**src/hdl/lifna_pkg.sv**
```systemverilog
// ----------------------------------------------------------------------------
// lifna_pkg: shared types and constants of the LIF neuron array
// Field widths, register indexes, reset values and the command word that
// travels from the front end to the back end.
// ----------------------------------------------------------------------------
package lifna_pkg;

    // Array size
    localparam int MAX_NEURONS = 64;
    localparam int IDX_W       = (MAX_NEURONS > 1) ? $clog2(MAX_NEURONS) : 1;
    localparam int ACT_W       = $clog2(MAX_NEURONS + 1);

    // Field widths
    localparam int CNT_W      = 7;
    localparam int LEAK_W     = 16;
    localparam int POT_W      = 24;
    localparam int AMP_W      = 16;
    localparam int CH_W       = 10;
    localparam int CFG_DATA_W = 24;
    localparam int REG_IDX_W  = 2;

    // Command queue between front and back end
    localparam int QUEUE_DEPTH = 2;
    localparam int QPTR_W      = (QUEUE_DEPTH > 1) ? $clog2(QUEUE_DEPTH) : 1;
    localparam int QCNT_W      = $clog2(QUEUE_DEPTH + 1);

    // Potential limits, Q16.8
    localparam logic signed [POT_W-1:0] POT_MAX = {1'b0, {(POT_W-1){1'b1}}};
    localparam logic signed [POT_W-1:0] POT_MIN = {1'b1, {(POT_W-1){1'b0}}};

    // Register reset values
    localparam logic [CNT_W-1:0]        RST_NEURONS = 7'd64;
    localparam logic [LEAK_W-1:0]       RST_LEAK    = 16'd0;
    localparam logic signed [POT_W-1:0] RST_THRESH  = 24'sd256;

    // Register map
    typedef enum logic [REG_IDX_W-1:0] {
        REG_NEURONS = 2'd0,
        REG_LEAK    = 2'd1,
        REG_THRESH  = 2'd2
    } reg_idx_t;

    // Work handed from front end to back end
    typedef struct packed {
        logic                    tick;
        logic [IDX_W-1:0]        idx;
        logic signed [AMP_W-1:0] amp;
    } cmd_t;

    // Settings seen by the datapath
    typedef struct packed {
        logic [ACT_W-1:0]        act_count;
        logic [LEAK_W-1:0]       leak;
        logic signed [POT_W-1:0] thresh;
    } cfg_t;

    // Clamp the programmed neuron count into 1 .. MAX_NEURONS
    function automatic logic [ACT_W-1:0] active_count(input logic [CNT_W-1:0] n);
        logic [ACT_W-1:0] r;
        if (n == '0)
            r = ACT_W'(1);
        else if (int'(n) > MAX_NEURONS)
            r = ACT_W'(MAX_NEURONS);
        else
            r = ACT_W'(n);
        return r;
    endfunction

endpackage

```
**src/hdl/lifna_if.sv**
```systemverilog
// ----------------------------------------------------------------------------
// lifna_if: channel interfaces of the LIF neuron array
// Event input, result output and configuration write channels, each a
// valid/ready handshake carrying its word.
// ----------------------------------------------------------------------------
interface lifna_in_if import lifna_pkg::*; ();
    logic                    valid;
    logic                    ready;
    logic                    mode;
    logic [CH_W-1:0]         channel;
    logic signed [AMP_W-1:0] amplitude;

    modport source (output valid, output mode, output channel, output amplitude,
                    input ready);
    modport sink   (input valid, input mode, input channel, input amplitude,
                    output ready);
endinterface

interface lifna_out_if import lifna_pkg::*; ();
    logic                    valid;
    logic                    ready;
    logic [IDX_W-1:0]        neuron_index;
    logic                    fired;
    logic signed [POT_W-1:0] new_potential;
    logic                    last;

    modport source (output valid, output neuron_index, output fired,
                    output new_potential, output last, input ready);
    modport sink   (input valid, input neuron_index, input fired,
                    input new_potential, input last, output ready);
endinterface

interface lifna_cfg_if import lifna_pkg::*; ();
    logic                  valid;
    logic                  ready;
    logic [REG_IDX_W-1:0]  index;
    logic [CFG_DATA_W-1:0] data;

    modport source (output valid, output index, output data, input ready);
    modport sink   (input valid, input index, input data, output ready);
endinterface

```
**src/hdl/lifna_ram.sv**
```systemverilog
// ----------------------------------------------------------------------------
// lifna_ram: generic single write, single read RAM
// One write port and one read port with registered read data.
// ----------------------------------------------------------------------------
module lifna_ram #(
    parameter int WIDTH = 24,
    parameter int DEPTH = 64
) (
    input  logic                     clk,
    input  logic                     we,
    input  logic [$clog2(DEPTH)-1:0] waddr,
    input  logic [WIDTH-1:0]         wdata,
    input  logic [$clog2(DEPTH)-1:0] raddr,
    output logic [WIDTH-1:0]         rdata
);

    logic [WIDTH-1:0] mem [DEPTH];

    // Write and registered read
    always_ff @(posedge clk)
    begin
        if (we)
        begin
            mem[waddr] <= wdata;
        end
        rdata <= mem[raddr];
    end

endmodule

```
**src/hdl/lifna_front.sv**
```systemverilog
// ----------------------------------------------------------------------------
// lifna_front: event intake and classification
// Accepts event words, maps spike channels onto a neuron with a bit-serial
// remainder unit and hands commands to the back end.
// ----------------------------------------------------------------------------
module lifna_front import lifna_pkg::*; (
    input  logic             clk,
    input  logic             rst_n,
    lifna_in_if.sink         events,
    input  logic [ACT_W-1:0] act_count,
    output cmd_t             cmd,
    output logic             cmd_valid,
    input  logic             cmd_ready
);

    localparam int REM_W  = ACT_W + 1;
    localparam int STEP_W = $clog2(CH_W + 1);

    typedef enum logic [2:0] {
        F_IDLE = 3'b001,
        F_DIV  = 3'b010,
        F_PUSH = 3'b100
    } front_state_t;

    front_state_t      state_reg, state_next;
    logic [CH_W-1:0]   ch_reg, ch_next;
    logic [REM_W-1:0]  rem_reg, rem_next;
    logic [REM_W-1:0]  rem_shift;
    logic [STEP_W-1:0] step_reg, step_next;
    cmd_t              cmd_reg, cmd_next;

    // Sequence intake, remainder steps and hand-off
    always_comb
    begin
        state_next = state_reg;
        ch_next    = ch_reg;
        rem_next   = rem_reg;
        step_next  = step_reg;
        cmd_next   = cmd_reg;
        rem_shift  = {rem_reg[REM_W-2:0], ch_reg[CH_W-1]};

        case (state_reg)
            F_IDLE:
            begin
                if (events.valid)
                begin
                    if (events.mode)
                    begin
                        cmd_next.tick = 1'b1;
                        cmd_next.idx  = '0;
                        cmd_next.amp  = '0;
                        state_next    = F_PUSH;
                    end
                    else
                    begin
                        cmd_next.tick = 1'b0;
                        cmd_next.amp  = events.amplitude;
                        ch_next       = events.channel;
                        rem_next      = '0;
                        step_next     = STEP_W'(CH_W);
                        state_next    = F_DIV;
                    end
                end
            end
            F_DIV:
            begin
                // One channel bit per cycle, restoring remainder
                ch_next = {ch_reg[CH_W-2:0], 1'b0};
                if (rem_shift >= REM_W'(act_count))
                    rem_next = rem_shift - REM_W'(act_count);
                else
                    rem_next = rem_shift;
                step_next = step_reg - STEP_W'(1);
                if (step_reg == STEP_W'(1))
                begin
                    cmd_next.idx = rem_next[IDX_W-1:0];
                    state_next   = F_PUSH;
                end
            end
            F_PUSH:
            begin
                if (cmd_ready)
                    state_next = F_IDLE;
            end
            default:
            begin
                state_next = F_IDLE;
            end
        endcase
    end

    // Hold control state
    always_ff @(posedge clk or negedge rst_n)
    begin
        if (!rst_n)
            state_reg <= F_IDLE;
        else
            state_reg <= state_next;
    end

    // Hold working values
    always_ff @(posedge clk)
    begin
        ch_reg   <= ch_next;
        rem_reg  <= rem_next;
        step_reg <= step_next;
        cmd_reg  <= cmd_next;
    end

    assign events.ready = (state_reg == F_IDLE);
    assign cmd_valid    = (state_reg == F_PUSH);
    assign cmd          = cmd_reg;

    // A mapped spike always lands on an active neuron
    a_idx_in_range: assert property (@(posedge clk) disable iff (!rst_n)
        cmd_valid && !cmd.tick |-> ACT_W'(cmd.idx) < act_count)
        else $error("spike mapped beyond active neurons");

endmodule

```
**src/hdl/lifna_fifo.sv**
```systemverilog
// ----------------------------------------------------------------------------
// lifna_fifo: command queue
// Short register queue that decouples the front end from the back end.
// ----------------------------------------------------------------------------
module lifna_fifo import lifna_pkg::*; (
    input  logic clk,
    input  logic rst_n,
    input  cmd_t push_data,
    input  logic push_valid,
    output logic push_ready,
    output cmd_t pop_data,
    output logic pop_valid,
    input  logic pop_ready
);

    cmd_t              q_reg [QUEUE_DEPTH];
    logic [QPTR_W-1:0] wr_ptr_reg, wr_ptr_next;
    logic [QPTR_W-1:0] rd_ptr_reg, rd_ptr_next;
    logic [QCNT_W-1:0] count_reg, count_next;
    logic              do_push;
    logic              do_pop;

    assign push_ready = (count_reg != QCNT_W'(QUEUE_DEPTH));
    assign pop_valid  = (count_reg != '0);
    assign pop_data   = q_reg[rd_ptr_reg];
    assign do_push    = push_valid && push_ready;
    assign do_pop     = pop_valid && pop_ready;

    // Advance pointers and occupancy
    always_comb
    begin
        wr_ptr_next = wr_ptr_reg;
        rd_ptr_next = rd_ptr_reg;
        count_next  = count_reg;
        if (do_push)
        begin
            if (wr_ptr_reg == QPTR_W'(QUEUE_DEPTH - 1))
                wr_ptr_next = '0;
            else
                wr_ptr_next = wr_ptr_reg + QPTR_W'(1);
        end
        if (do_pop)
        begin
            if (rd_ptr_reg == QPTR_W'(QUEUE_DEPTH - 1))
                rd_ptr_next = '0;
            else
                rd_ptr_next = rd_ptr_reg + QPTR_W'(1);
        end
        if (do_push && !do_pop)
            count_next = count_reg + QCNT_W'(1);
        else if (do_pop && !do_push)
            count_next = count_reg - QCNT_W'(1);
    end

    always_ff @(posedge clk or negedge rst_n)
    begin
        if (!rst_n)
        begin
            wr_ptr_reg <= '0;
            rd_ptr_reg <= '0;
            count_reg  <= '0;
        end
        else
        begin
            wr_ptr_reg <= wr_ptr_next;
            rd_ptr_reg <= rd_ptr_next;
            count_reg  <= count_next;
        end
    end

    // Store incoming word
    always_ff @(posedge clk)
    begin
        if (do_push)
            q_reg[wr_ptr_reg] <= push_data;
    end

    // A full queue stays full until a word is popped
    a_no_overflow: assert property (@(posedge clk) disable iff (!rst_n)
        count_reg == QCNT_W'(QUEUE_DEPTH) && !do_pop |=> count_reg == QCNT_W'(QUEUE_DEPTH))
        else $error("command queue occupancy lost");

endmodule

```
**src/hdl/lifna_back.sv**
```systemverilog
// ----------------------------------------------------------------------------
// lifna_back: potential update engine
// Pops commands, integrates spikes into the potential RAM and walks the
// active neurons on a tick, applying leak and fire and issuing results.
// ----------------------------------------------------------------------------
module lifna_back import lifna_pkg::*; (
    input  logic       clk,
    input  logic       rst_n,
    input  cfg_t       cfg,
    input  cmd_t       cmd,
    input  logic       cmd_valid,
    output logic       cmd_ready,
    lifna_out_if.source results
);

    typedef enum logic [2:0] {
        B_IDLE   = 3'b001,
        B_READ   = 3'b010,
        B_MODIFY = 3'b100
    } back_state_t;

    back_state_t             state_reg, state_next;
    logic [IDX_W-1:0]        addr_reg, addr_next;
    logic                    tick_reg, tick_next;
    logic signed [AMP_W-1:0] amp_reg, amp_next;
    logic [MAX_NEURONS-1:0]  written_reg;

    logic                    ram_we;
    logic [POT_W-1:0]        ram_wdata;
    logic [POT_W-1:0]        ram_rdata;

    logic signed [POT_W-1:0] cur;
    logic signed [POT_W:0]   spk_sum;
    logic signed [POT_W-1:0] spk_pot;
    logic signed [POT_W:0]   leak_ext;
    logic signed [POT_W:0]   leak_diff;
    logic signed [POT_W-1:0] leak_pot;
    logic                    fire;
    logic signed [POT_W-1:0] tick_pot;
    logic                    last_hit;
    logic                    out_free;
    logic                    load_out;

    logic                    out_valid_reg;
    logic [IDX_W-1:0]        out_index_reg;
    logic                    out_fired_reg;
    logic signed [POT_W-1:0] out_pot_reg;
    logic                    out_last_reg;

    lifna_ram #(
        .WIDTH (POT_W),
        .DEPTH (MAX_NEURONS)
    ) u_pot_ram (
        .clk   (clk),
        .we    (ram_we),
        .waddr (addr_reg),
        .wdata (ram_wdata),
        .raddr (addr_reg),
        .rdata (ram_rdata)
    );

    // Potential arithmetic; an entry never written reads as zero
    always_comb
    begin
        cur      = written_reg[addr_reg] ? signed'(ram_rdata) : '0;
        spk_sum  = (POT_W+1)'(cur) + (POT_W+1)'(amp_reg);
        if (spk_sum > (POT_W+1)'(POT_MAX))
            spk_pot = POT_MAX;
        else if (spk_sum < (POT_W+1)'(POT_MIN))
            spk_pot = POT_MIN;
        else
            spk_pot = spk_sum[POT_W-1:0];

        leak_ext  = signed'({{(POT_W+1-LEAK_W){1'b0}}, cfg.leak});
        leak_diff = (POT_W+1)'(cur) - leak_ext;
        if (leak_diff < (POT_W+1)'(POT_MIN))
            leak_pot = POT_MIN;
        else
            leak_pot = leak_diff[POT_W-1:0];
        fire     = (leak_pot > cfg.thresh);
        tick_pot = fire ? '0 : leak_pot;
        last_hit = ((ACT_W'(addr_reg) + ACT_W'(1)) == cfg.act_count);
    end

    assign out_free = !out_valid_reg || results.ready;

    // Sequence command pop, RAM read and write-back
    always_comb
    begin
        state_next = state_reg;
        addr_next  = addr_reg;
        tick_next  = tick_reg;
        amp_next   = amp_reg;
        cmd_ready  = 1'b0;
        ram_we     = 1'b0;
        ram_wdata  = spk_pot;
        load_out   = 1'b0;

        case (state_reg)
            B_IDLE:
            begin
                cmd_ready = 1'b1;
                if (cmd_valid)
                begin
                    addr_next  = cmd.tick ? '0 : cmd.idx;
                    tick_next  = cmd.tick;
                    amp_next   = cmd.amp;
                    state_next = B_READ;
                end
            end
            B_READ:
            begin
                state_next = B_MODIFY;
            end
            B_MODIFY:
            begin
                if (!tick_reg)
                begin
                    ram_we     = 1'b1;
                    ram_wdata  = spk_pot;
                    state_next = B_IDLE;
                end
                else if (out_free)
                begin
                    ram_we    = 1'b1;
                    ram_wdata = tick_pot;
                    load_out  = 1'b1;
                    if (last_hit)
                        state_next = B_IDLE;
                    else
                    begin
                        addr_next  = addr_reg + IDX_W'(1);
                        state_next = B_READ;
                    end
                end
            end
            default:
            begin
                state_next = B_IDLE;
            end
        endcase
    end

    // Hold control state, written flags and result valid
    always_ff @(posedge clk or negedge rst_n)
    begin
        if (!rst_n)
        begin
            state_reg     <= B_IDLE;
            written_reg   <= '0;
            out_valid_reg <= 1'b0;
        end
        else
        begin
            state_reg <= state_next;
            if (ram_we)
                written_reg[addr_reg] <= 1'b1;
            if (load_out)
                out_valid_reg <= 1'b1;
            else if (results.ready)
                out_valid_reg <= 1'b0;
        end
    end

    // Hold working values and the result word
    always_ff @(posedge clk)
    begin
        addr_reg <= addr_next;
        tick_reg <= tick_next;
        amp_reg  <= amp_next;
        if (load_out)
        begin
            out_index_reg <= addr_reg;
            out_fired_reg <= fire;
            out_pot_reg   <= tick_pot;
            out_last_reg  <= last_hit;
        end
    end

    assign results.valid         = out_valid_reg;
    assign results.neuron_index  = out_index_reg;
    assign results.fired         = out_fired_reg;
    assign results.new_potential = out_pot_reg;
    assign results.last          = out_last_reg;

    // A fired neuron is reported at zero
    a_fired_zero: assert property (@(posedge clk) disable iff (!rst_n)
        results.valid && results.fired |-> results.new_potential == '0)
        else $error("fired neuron not reset");

    // Only active neurons are reported
    a_index_active: assert property (@(posedge clk) disable iff (!rst_n)
        results.valid |-> ACT_W'(results.neuron_index) < cfg.act_count)
        else $error("result for inactive neuron");

    // A spike completes in one write-back
    a_spike_done: assert property (@(posedge clk) disable iff (!rst_n)
        state_reg == B_MODIFY && !tick_reg |=> state_reg == B_IDLE)
        else $error("spike update did not complete");

endmodule

```
**src/hdl/lif_neuron_array.sv**
```systemverilog
// ----------------------------------------------------------------------------
// lif_neuron_array: leaky integrate-and-fire neuron array
// Configuration registers and the front end, queue and back end of the array.
// ----------------------------------------------------------------------------
// The array holds up to MAX_NEURONS Q16.8 membrane potentials, all zero after
// reset (per-entry written flags, so no clearing pass is needed). A spike word
// (mode 0) adds its Q8.8 amplitude, saturating, to neuron channel modulo the
// active count and gives no result. A tick word (mode 1) leaks every active
// neuron, fires and clears those strictly above the threshold, and gives one
// result per active neuron in index order, the final one marked last. The
// front end takes one word at a time and holds a spike word while the
// bit-serial remainder unit maps its channel, one channel bit per cycle;
// a two-entry queue lets it run ahead of the back end. The back end handles
// a spike in an idle, read and modify state and each neuron of a tick in a
// read and a modify state, the read-then-write sequence on the single
// potential RAM, and holds a tick while an earlier result is not yet taken.
// Write the configuration only while no word is in flight.
module lif_neuron_array import lifna_pkg::*; (
    input  logic        clk,
    input  logic        rst_n,
    lifna_in_if.sink    events,
    lifna_out_if.source results,
    lifna_cfg_if.sink   cfg
);

    logic [CNT_W-1:0]        neurons_reg;
    logic [LEAK_W-1:0]       leak_reg;
    logic signed [POT_W-1:0] thresh_reg;
    cfg_t                    cfg_word;

    cmd_t front_cmd;
    logic front_valid;
    logic front_ready;
    cmd_t back_cmd;
    logic back_valid;
    logic back_ready;

    assign cfg.ready = 1'b1;

    // Hold configuration registers; drop writes to unknown indexes
    always_ff @(posedge clk or negedge rst_n)
    begin
        if (!rst_n)
        begin
            neurons_reg <= RST_NEURONS;
            leak_reg    <= RST_LEAK;
            thresh_reg  <= RST_THRESH;
        end
        else if (cfg.valid)
        begin
            case (cfg.index)
                REG_NEURONS: neurons_reg <= cfg.data[CNT_W-1:0];
                REG_LEAK:    leak_reg    <= cfg.data[LEAK_W-1:0];
                REG_THRESH:  thresh_reg  <= signed'(cfg.data[POT_W-1:0]);
                default:     ;
            endcase
        end
    end

    always_comb
    begin
        cfg_word.act_count = active_count(neurons_reg);
        cfg_word.leak      = leak_reg;
        cfg_word.thresh    = thresh_reg;
    end

    lifna_front u_front (
        .clk       (clk),
        .rst_n     (rst_n),
        .events    (events),
        .act_count (cfg_word.act_count),
        .cmd       (front_cmd),
        .cmd_valid (front_valid),
        .cmd_ready (front_ready)
    );

    lifna_fifo u_queue (
        .clk        (clk),
        .rst_n      (rst_n),
        .push_data  (front_cmd),
        .push_valid (front_valid),
        .push_ready (front_ready),
        .pop_data   (back_cmd),
        .pop_valid  (back_valid),
        .pop_ready  (back_ready)
    );

    lifna_back u_back (
        .clk       (clk),
        .rst_n     (rst_n),
        .cfg       (cfg_word),
        .cmd       (back_cmd),
        .cmd_valid (back_valid),
        .cmd_ready (back_ready),
        .results   (results)
    );

endmodule

```
**src/flat_wrapper.sv**
```systemverilog
// flat-port wrapper written by rule: the top's interface ports become plain ports
module lif_neuron_array_flat import lifna_pkg::*;
  (clk, rst_n, events_valid, events_mode, events_channel, events_amplitude, events_ready, results_valid, results_neuron_index, results_fired, results_new_potential, results_last, results_ready, cfg_valid, cfg_index, cfg_data, cfg_ready);
  lifna_in_if events_i ();
  lifna_out_if results_i ();
  lifna_cfg_if cfg_i ();
  input  logic clk;
  input  logic rst_n;
  input wire logic [$bits(events_i.valid)-1:0] events_valid;
  input wire logic [$bits(events_i.mode)-1:0] events_mode;
  input wire logic [$bits(events_i.channel)-1:0] events_channel;
  input wire logic [$bits(events_i.amplitude)-1:0] events_amplitude;
  output wire logic [$bits(events_i.ready)-1:0] events_ready;
  output wire logic [$bits(results_i.valid)-1:0] results_valid;
  output wire logic [$bits(results_i.neuron_index)-1:0] results_neuron_index;
  output wire logic [$bits(results_i.fired)-1:0] results_fired;
  output wire logic [$bits(results_i.new_potential)-1:0] results_new_potential;
  output wire logic [$bits(results_i.last)-1:0] results_last;
  input wire logic [$bits(results_i.ready)-1:0] results_ready;
  input wire logic [$bits(cfg_i.valid)-1:0] cfg_valid;
  input wire logic [$bits(cfg_i.index)-1:0] cfg_index;
  input wire logic [$bits(cfg_i.data)-1:0] cfg_data;
  output wire logic [$bits(cfg_i.ready)-1:0] cfg_ready;
  assign events_i.valid = events_valid;
  assign events_i.mode = events_mode;
  assign events_i.channel = events_channel;
  assign events_i.amplitude = events_amplitude;
  assign events_ready = events_i.ready;
  assign results_valid = results_i.valid;
  assign results_neuron_index = results_i.neuron_index;
  assign results_fired = results_i.fired;
  assign results_new_potential = results_i.new_potential;
  assign results_last = results_i.last;
  assign results_i.ready = results_ready;
  assign cfg_i.valid = cfg_valid;
  assign cfg_i.index = cfg_index;
  assign cfg_i.data = cfg_data;
  assign cfg_ready = cfg_i.ready;
  lif_neuron_array u_core (.clk(clk), .rst_n(rst_n), .events(events_i), .results(results_i), .cfg(cfg_i));
endmodule
```
**config.mk**
```make
export PLATFORM = sky130hd
export DESIGN_NAME = lif_neuron_array_flat
export DESIGN_NICKNAME = d
export VERILOG_FILES = /design/src/hdl/lifna_pkg.sv /design/src/hdl/lifna_if.sv /design/src/hdl/lifna_ram.sv /design/src/hdl/lifna_front.sv /design/src/hdl/lifna_fifo.sv /design/src/hdl/lifna_back.sv /design/src/hdl/lif_neuron_array.sv /design/src/flat_wrapper.sv
export SDC_FILE = /design/constraint.sdc
export NUM_CORES = 2
export LEC_CHECK = 0
export BUFFER_PORTS_ARGS = -buffer_cell sky130_fd_sc_hd__buf_2
export CAP_MARGIN = 20
export CORE_MARGIN = 4
export CORE_UTILIZATION = 55
export CTS_CLUSTER_SIZE = 40
export DETAILED_ROUTE_END_ITERATION = 8
export PLACE_DENSITY = 0.84
export SYNTH_ARGS = -nofsm -noshare
export SYNTH_HDL_FRONTEND = slang
export SYNTH_SLANG_ARGS = --single-unit
```
**constraint.sdc**
```tcl
create_clock -name clk -period 8.4 [get_ports clk]
set_input_delay 2.52 -clock clk [delete_from_list [all_inputs] [get_ports clk]]
set_output_delay 2.52 -clock clk [all_outputs]
set_load 0.01 [all_outputs]
```
==> results.cfg <==
[global_routing]
grt_pass1_wl_um = 299000
grt_pass1_vias = 43270
antenna_found_initial = 6
track_usage = 0.3139
grt_start_max_net_pins = 127
overflow = 0

[layout]
final_cell_area_um2 = 79250
nets = 4559
drive_gt1_frac = 0.1713
area_growth_pct = 13.53
fillCellCount = 7959
fin_cells = 6221
largest_reg_flops = 1536

[detailed_routing]
drt_wl_total_um = 214800
drtPass1Iterations = 9
route.detailed.drc = 0
antenna_left = 0
vias = 44950
wl_per_cell_um = 34.52
vias_per_cell = 7.226
drtIter0Drc = 8324

[run]
cap_violations = 0

[sta]
fmax_mhz = 124.8
holdWs_ns = 0.4447
setup_violations = 0
fin_crit_sh = 0.9538
finClkSkew_ns = 0.05760
setup_ws_ns = 0.3882
slew_violations = 0
final-hold-violation-count = 0
fin_crit_ns = 8.012
rsz0062_at_grt = false
slew_headroom = 0.2229
worstMarginPinSlew_ns = 1.164

[worst_setup_path]
cpMaxStageDelayCell = edfxtp_1
path_class = flip-flop to flip-flop
required_ns = 8.82
cpMostUsedCell = buf_4
critPathMaxStageDelay_ns = 0.56
end_kind = flip-flop
cp_max_fo = 64
crit_arrival_ns = 8.43
cp-start-kind = flip-flop

[floorplan]
die_w_um = 364.3
initial_core_util = 0.5545
die_h_um = 364.3
rows = 130
core_area_um2 = 125900
die_area_um2 = 132700
ios = 93

[synth]
ys_top_cells_by_area = edfxtp_1 (72%), a22oi_1 (5.3%), dfrtp_1 (4.2%)
async_reset_ff_frac = 0.06678
yosysWarningCount = 0
synth_top_cell_by_area = edfxtp_1
syn_nets = 4338
synth_cell_types = 75
seq_area_frac_synth = 0.7738
synth_top_cell_area_share = 0.7232
yosysMostFrequentCell = edfxtp_1
ys.flop_type = edfxtp_1
synth_commonest_cells = edfxtp_1 (1,681), a22oi_1 (490), nor2_1 (181)
syn_area_per_cell_um2 = 16.62
synth_edf_count = 1681
ys_ff_latch = 1827
synthCells = 4201
synth_area_um2 = 69800

[power_and_ir_drop]
intPower_mw = 23.55
p_switching_mw = 14.82
power.static_leakage_nw = 26.21
p_per_area_nw_per_um2 = 484.1
p_comb_frac = 0.394
sw_frac_of_total = 0.3862
pwr-share-clk = 0.199
power.total_mw = 38.37
seq_power_share = 0.407
max-vdd-ir-drop_mv = 0.6679

[clock_tree]
cts_tree = done
ctsHoldBuffers = 0
cts-buffers-inserted = 171
root_buffer = clkbuf_16
cts_htree_levels = 4
clk_latency_ns = 0.80
path_clk_slew_ns = 0.06
cts.path.max_buffers = 3
clock_sinks = 1827

[placement]
pre_cts_ws_ns = 0.09197
place_congestion = 0.9154
post_dp_cell_area_um2 = 73430
port-buffer-count = 91
hpwl_um = 116200
dp.cells = 5886

[hold_path]
hp-class = flip-flop to flip-flop

[status]
status = finished clean
==> layer usage <==
metal	wire [um]	vias to the layer above	part of all wire	track usage
met2	95680	4726	0.45	0.4744
met4	16450	6	0.077	0.1853
met1	66380	21660	0.31	0.3922
li1	-	17510	-	-
met5	95	-	0.00044	0
met3	36180	1060	0.17	0.1139
==> repair_timing <==
action | 4_1_cts | 5_1_grt
setup buffers | 0 | 2
resized for setup | 0 | 11
endpoints found under the setup margin | 0 | 909
==> worst max-delay path: cells and delay by family (launching register included) <==
kind / cells / cell delay [ns]
buf+inv: 5 / 1.09
fa+ha+maj: 3 / 0.70
simple gates: 13 / 2.75
compound gates: 9 / 2.40
flops: 1 / 0.56
==> placed cells by master (no fill, tap or decap), types with 26 or more instances in the layout <==
| cell | Yosys | layout |
|---|---|---|
| buf_2 | 6 | 90 |
| mux2_2 | 63 | 63 |
| a31oi_1 | 112 | 112 |
| nor2_1 | 181 | 114 |
| nor2_2 | 0 | 64 |
| xnor2_1 | 28 | 28 |
| mux2i_1 | 26 | 26 |
| edfxtp_1 | 1681 | 1681 |
| clkbuf_16 | 0 | 174 |
| nor2b_1 | 54 | 53 |
| buf_4 | 2 | 163 |
| clkbuf_1 | 175 | 52 |
| nand4_1 | 65 | 65 |
| inv_1 | 74 | 73 |
| o21ai_0 | 50 | 50 |
| clkinv_1 | 0 | 26 |
| a21oi_1 | 129 | 127 |
| a22oi_1 | 490 | 489 |
| nand2_1 | 92 | 92 |
| ha_1 | 76 | 75 |
| a22o_1 | 146 | 146 |
| nand3_1 | 70 | 70 |
| dfrtp_1 | 118 | 118 |
| or2_2 | 70 | 70 |
| a221oi_1 | 148 | 148 |
==> final cells by class <==
| cell class | count | area (um^2) | area share |
|---|---|---|---|
| flip-flops and latches | 1827 | 54020 | 0.6816 |
| multi-input cells | 2066 | 15180 | 0.1915 |
| clock buffers | 237 | 4701 | 0.05931 |
| repair buffers | 281 | 2211 | 0.02790 |
| well taps | 1650 | 2064 | 0.02605 |
| clock inverters | 80 | 788.3 | 0.009946 |
| inverters | 75 | 281.5 | 0.003552 |
| diodes | 5 | 12.51 | 0.0001579 |
==> power groups by stage <==
stage | Clock, mW | Sequential (mW) | Combinational (mW)
after floorplan | 0 | 15.9 | 7.57
after global placement | 0 | 15.9 | 13.1
after CTS | 7.60 | 15.7 | 13.8
after detailed placement | 0 | 15.9 | 13.7
final | 7.64 | 15.6 | 15.1
after global routing | 8.02 | 15.6 | 15.7
==> logic make-up (layout without fill, tap and decap cells) <==
kind of cell | after synthesis | in the layout | synth area share
AOI/OAI and AO/OA | 1207 | 1208 | 0.1275
and+or+nand+nor | 640 | 640 | 0.04684
muxes | 90 | 90 | 0.01421
adders and majority gates | 79 | 79 | 0.01448
xor gates and xnor gates | 48 | 48 | 0.006023
DFF | 1827 | 1827 | 0.7738
buffers and inverters | 309 | 673 | 0.01705
other | 1 | 6 | 0.00005372
==> through the flow <==
step,TNS (ns),util
after global routing,0,0.6294
after global placement,0,0.5828
after CTS,0,0.6269
after detailed placement,0,0.5833
after floorplan,-10.34,-
final,0,0.6295
==> final timing paths <==
check | from | end | slack (ns) | cells after the start
setup / recovery | u_core.u_back.addr_reg[1]$_DFFE_PP_ | u_core.u_back.u_pot_ram.mem[42][14]$_DFFE_PP_ | 0.39 | 30
hold / removal | u_core.u_front.cmd[14]$_SDFFCE_PP0P_ | u_core.u_queue.q_reg[0][14]$_DFFE_PP_ | 0.44 | 0
setup reg to reg | u_core.u_back.addr_reg[1]$_DFFE_PP_ | u_core.u_back.u_pot_ram.mem[42][14]$_DFFE_PP_ | 0.39 | 30
hold reg to reg | u_core.u_front.cmd[14]$_SDFFCE_PP0P_ | u_core.u_queue.q_reg[0][14]$_DFFE_PP_ | 0.44 | 0
max in group asynchronous | rst_n | u_core.neurons_reg[6]$_DFFE_PN1P_ | 5.76 | 3
min in group asynchronous | rst_n | u_core.leak_reg[0]$_DFFE_PN0P_ | 1.67 | 1
No activity file was read; power rests on OpenSTA's default activity.
